[config.mk]
export PLATFORM = sky130hd
export DESIGN_NAME = xfl_front
export DESIGN_NICKNAME = d
export VERILOG_FILES = /design/src/rtl/xsave_feature_locator_core_assert.svh /design/src/rtl/xfl_pkg.sv /design/src/rtl/xfl_front.sv
export SDC_FILE = /design/constraint.sdc
export NUM_CORES = 1
export LEC_CHECK = 0
export ABC_AREA = 1
export BUFFER_PORTS_ARGS = -buffer_cell sky130_fd_sc_hd__buf_2
export CORE_AREA = 2 2 311 313
export CTS_BUF_LIST = sky130_fd_sc_hd__clkbuf_2
export CTS_CLUSTER_DIAMETER = 30
export CTS_CLUSTER_SIZE = 14
export DETAILED_ROUTE_END_ITERATION = 10
export DIE_AREA = 0 0 313 315
export GPL_ROUTABILITY_DRIVEN = 0
export MAX_ROUTING_LAYER = met4
export PLACE_DENSITY = 0.58
export SLEW_MARGIN = 25
export SYNTH_ARGS = -nofsm -noshare
export SYNTH_HDL_FRONTEND = slang
export SYNTH_SLANG_ARGS = --single-unit
[constraint.sdc]
create_clock -name clk -period 15.4 [get_ports clk]
set_input_delay 0.77 -clock clk [delete_from_list [all_inputs] [get_ports clk]]
set_output_delay 0.77 -clock clk [all_outputs]
set_load 0.01 [all_outputs]
[src/rtl/xsave_feature_locator_core_assert.svh]
// Assertion macros for the feature locator.
`ifndef XSAVE_FEATURE_LOCATOR_CORE_ASSERT_SVH
`define XSAVE_FEATURE_LOCATOR_CORE_ASSERT_SVH
`ifndef SYNTHESIS
`define XFL_ASSERT(label, clk, rst, prop, msg) \
  label: assert property (@(posedge clk) disable iff (rst) prop) else $error(msg);
`define XFL_ASSERT_NR(label, clk, prop, msg) \
  label: assert property (@(posedge clk) prop) else $error(msg);
`else
`define XFL_ASSERT(label, clk, rst, prop, msg)
`define XFL_ASSERT_NR(label, clk, prop, msg)
`endif
`endif

[src/rtl/xfl_pkg.sv]
package xfl_pkg;

  localparam int NumFeatures = 64;
  localparam int IdWidth = 6;
  localparam int QueueDepth = 2;

  localparam logic [31:0] LegacyBytes = 32'd512;
  localparam logic [31:0] CompactBase = 32'd576;
  localparam logic [31:0] AllowedFlags = 32'd7;
  localparam int CompactFlagBit = 1;
  localparam logic [IdWidth-1:0] FirstExtFeature = 6'd2;

  localparam logic [1:0] RegEnabled = 2'd0;
  localparam logic [1:0] RegSupervisor = 2'd1;
  localparam logic [1:0] RegAligned = 2'd2;
  localparam logic [1:0] RegFlags = 2'd3;

  localparam logic OpWrite = 1'b0;
  localparam logic OpLocate = 1'b1;

  // Classified work handed from front to back.
  typedef struct packed {
    logic                is_write;
    logic                pass;     // all checks passed
    logic                compact;
    logic                present;  // feature in compaction mask
    logic [IdWidth-1:0]  id;
    logic [31:0]         std_offset;
    logic [31:0]         std_size;
    logic [31:0]         compact_size;
    logic [31:0]         xstate_offset;
    logic [63:0]         compaction_mask;
    logic [63:0]         aligned;
  } job_t;

  function automatic logic [31:0] align64(input logic [31:0] v);
    logic [31:0] s;
    s = v + 32'd63;
    return {s[31:6], 6'd0};
  endfunction

endpackage

[src/rtl/xfl_front.sv]
module xfl_front (
  input  logic                clk,
  input  logic                rst,
  input  logic                push,
  output logic                full,
  input  logic                operation,
  input  logic [5:0]          feature_id,
  input  logic [31:0]         entry_std_offset,
  input  logic [31:0]         entry_std_size,
  input  logic [31:0]         entry_compact_size,
  input  logic [31:0]         all_offset,
  input  logic [31:0]         all_length,
  input  logic [31:0]         xstate_offset,
  input  logic [31:0]         xstate_length,
  input  logic [63:0]         compaction_mask,
  input  logic [63:0]         enabled_features,
  input  logic [63:0]         supervisor_visible_features,
  input  logic [63:0]         aligned_features,
  input  logic [31:0]         control_flags,
  output logic                job_valid,
  input  logic                job_take,
  output xfl_pkg::job_t       job
);

  xfl_pkg::job_t q [xfl_pkg::QueueDepth];
  logic [0:0] wr_ptr, rd_ptr;
  logic [1:0] count;
  logic accept;
  logic id_ok, en_ok, flag_ok, bnd_ok;
  logic [31:0] all_end, xs_end;
  xfl_pkg::job_t cls;

  assign full = (count == 2'(xfl_pkg::QueueDepth));
  assign accept = push && !full;
  assign job_valid = (count != 2'd0);
  assign job = q[rd_ptr];

  always_comb begin
    all_end = all_offset + all_length;
    xs_end = xstate_offset + xstate_length;
    id_ok = feature_id >= xfl_pkg::FirstExtFeature;
    en_ok = |((enabled_features | supervisor_visible_features) & (64'd1 << feature_id));
    flag_ok = (control_flags & ~xfl_pkg::AllowedFlags) == 32'd0;
    bnd_ok = !(all_offset > xstate_offset) && !(all_end < xs_end);
    cls.is_write = (operation == xfl_pkg::OpWrite);
    cls.pass = id_ok && en_ok && flag_ok && bnd_ok;
    cls.compact = control_flags[xfl_pkg::CompactFlagBit];
    cls.present = compaction_mask[feature_id];
    cls.id = feature_id;
    cls.std_offset = entry_std_offset;
    cls.std_size = entry_std_size;
    cls.compact_size = entry_compact_size;
    cls.xstate_offset = xstate_offset;
    cls.compaction_mask = compaction_mask;
    cls.aligned = aligned_features;
  end

  always_ff @(posedge clk) begin
    if (accept) begin
      q[wr_ptr] <= cls;
    end
  end

  always_ff @(posedge clk) begin
    if (rst) begin
      wr_ptr <= 1'b0;
      rd_ptr <= 1'b0;
      count <= 2'd0;
    end else begin
      if (accept) wr_ptr <= wr_ptr + 1'b1;
      if (job_take) rd_ptr <= rd_ptr + 1'b1;
      count <= count + 2'(accept) - 2'(job_take);
    end
  end

endmodule

==> out/qor.csv <==
stage,metric,value,unit
status,outcome,"finished, final reports clean",
sta,tightest_slew,1.124,ns
worst_setup_path,start_kind,register,
sta,slew_headroom,25.04,%
routing,wl,94.87,mm
place,hpwlAfterDp,71.85,mm
floorplan,initial_core_util,27.20,%
cts,path_clk_slew,0.13,ns
sta,timing.final.crit_share,29.38,%
yosys,ys_seq_elements,537,
cts,clock_latency,1.27,ns
sta,setup-violations-final,0,
global_routing,grt_pass1_wl,132.4,mm
yosys,synthFlopType,edfxtp_1,
worst_setup_path,path_max_fanout,59,
routing,drcViolationCount,0,
yosys,yosysSeqAreaShare,61.76,%
worst_setup_path,required,14.63,ns
power,powerDensity,107.3,nW/µm²
place,pre_cts_ws,10.81,ns
sta,skew,0.1239,ns
global_routing,track_usage,18.91,%
floorplan,die-width,313,µm
yosys,avgSynthCellArea,12.76,µm²
yosys,syn_inst,2040,
floorplan,die-area,98600,µm²
sta,setup_tns,0,ns
worst_setup_path,end_kind,primary output,
yosys,synth_edf_count,532,
worst_setup_path,critical_path_class,reg -> out,
worst_setup_path,path_cells,"buf_4, mux2_2, buf_2",
routing,vias,20820,
sta,setup_ws,10.88,ns
sta,hold_violations,0,
sta,slew_violations,0,
worst_setup_path,timing.critical_path.buf_inv,2,
routing,drtAntennaViolNets,0,
cells_and_area,finish.utilization,37.69,%
place,place_inst,4074,
routing,routed_via_density,4.537,
cells_and_area,areaGrowthSynthToFinish,38.59,%
routing,drtPass1Iterations,5,
cells_and_area,final_cell_mix,"buf_2 (788), edfxtp_1 (532), dlygate4sd3_1 (291)",
worst_setup_path,arrival,3.75,ns
power,irDropWorstVdd,0.00006581,V
floorplan,die_h,315,µm
power,leakagePower,14.91,nW
cts,htree_num_levels,3,
place,place_area,31520,µm²
cts,cts_tree,built,
power,power.internal,2.711,mW
power,combPwrFrac,22.6,%
power,clockPowerShare,30.9,%
place,io_buffers,788,
routing,wl_per_cell,20.67,µm
floorplan,num_rows,114,
global_routing,grt_max_degree,153,
worst_hold_path,hp-class,in -> reg,
cts,clock-sinks,537,
cells_and_area,fin_cells,4589,
floorplan,ios,791,
sta,whs,0.2401,ns
yosys,yosys_warnings,0,
sta,fin_crit,4.524,ns
sta,fmax,0.2210,GHz
cts,ctsResizeCount,0,
power,seqPwrFrac,46.5,%
power,p_sw_share,30.00,%
cells_and_area,mostFrequentLayoutCell,buf_2,
cells_and_area,drive_gt1_share,39.49,%
routing,drt_first_iter_violations,1094,
worst_setup_path,critPathSlowestCell,dfxtp_4,
cells_and_area,nNetsFinal,3853,
yosys,synth_nets,2692,
cells_and_area,postLayoutCellArea,36080,µm²
global_routing,grt_pass1_vias,21130,
yosys,synth.distinct_cells,40,
cts,cts_buffer_depth,3,
worst_setup_path,path_delay_family,buffers and inverters,
flow_run,maxCapViolations,0,
yosys,netlist_area,26030,µm²
cts,clock-root-buffer,clkbuf_2,
worst_setup_path,critPathMaxStageDelay,0.94,ns
power,p_total,3.872,mW
power,power_switching,1.161,mW
yosys,async_flop_share,0,%
global_routing,grt_overflow_total,0,
floorplan,core_area,95710,µm²
cts,cts-buffers-inserted,109,
global_routing,antenna_found_initial,22,
sta,rsz0062_at_grt,no,
## cells by family after synthesis
kind of cell | Yosys count | synth area share [%]
XOR/XNOR | 49 | 1.649
AO/OA/AOI/OAI | 272 | 6.004
multiplexers | 266 | 11.51
flip-flops | 537 | 61.76
buffers and inverters | 185 | 2.836
adder cells (fa/ha/maj) | 129 | 6.258
AND/OR/NAND/NOR | 602 | 9.988
## power groups by stage
stage / sequential [mW] / combinational, mW / clock [mW]
floorplan: 1.89 / 0.464 / 0
global placement: 1.83 / 0.809 / 0
detailed placement: 1.83 / 0.813 / 0
CTS: 1.80 / 0.883 / 1.24
global route: 1.81 / 0.953 / 1.31
finish: 1.80 / 0.876 / 1.20
## routing by layer
layer	global-route usage [%]	vias up	wire, µm
met3	3.677	179	5782
met4	7.938	0	3839
met2	33.36	846	48290
met5	-	-	0
li1	-	9877	-
met1	20.79	9918	36960
## flip-flops by register name, indices dropped and copies added, names as in the netlist, named ones only
register / flops
rd_ptr: 1
q: 532
count: 2
wr_ptr: 1
## path summary, 6_finish.rpt
kind	from	end	slack [ns]	cells after the start
setup reg to reg	count[0]	q[1][157]	12.46	5
setup / recovery	register	job[124]	10.88	3
hold / removal	aligned_features[49]	q[0][49]	0.24	2
hold reg to reg	rd_ptr	rd_ptr	0.53	2
## repair_timing
item | 4_1_cts | 5_1_grt
buffers inserted | 0 | 0
endpoints found under the hold margin | 537 | 0
hold buffers | 291 | 0
## cell usage after synthesis, drive strengths merged, types with 9 or more instances
| cell type | number | area share, % |
|---|---|---|
| ha | 127 | 6.1 |
| mux2 | 266 | 12 |
| xor2 | 26 | 0.87 |
| edfxtp | 532 | 61 |
| a21o | 9 | 0.26 |
| buf | 34 | 0.66 |
| a22oi | 32 | 0.92 |
| nand2 | 290 | 4.2 |
| nor2 | 137 | 2.0 |
| inv | 145 | 2.1 |
| a21oi | 129 | 2.5 |
| nand4 | 25 | 0.60 |
| xnor2 | 23 | 0.77 |
| nor4 | 9 | 0.22 |
| nor3 | 22 | 0.42 |
| o21ai | 69 | 1.4 |
| nand3 | 67 | 1.3 |
| or2 | 44 | 1.1 |
## cell type report
| cell class | instances | area (µm²) |
|---|---|---|
| Clock buffer | 115 | 575.6 |
| Timing Repair Buffer | 1090 | 6997 |
| Tap cell | 1276 | 1597 |
| Clock inverter | 92 | 1002 |
| Multi-Input combinational cell | 1318 | 9241 |
| Sequential cell | 537 | 16080 |
| Antenna cell | 16 | 40.04 |
| Inverter | 145 | 544.3 |
| Fill cell | 9461 | 59630 |
## worst reg2reg max path, cell delays in order, from the launching register on
cell and delay, ns:
dfxtp_1 0.38, o21ai_0 0.31, nor2_4 0.18, buf_4 0.73, buf_12 0.36, buf_16 0.50
No activity file was read; power rests on OpenSTA's default activity.
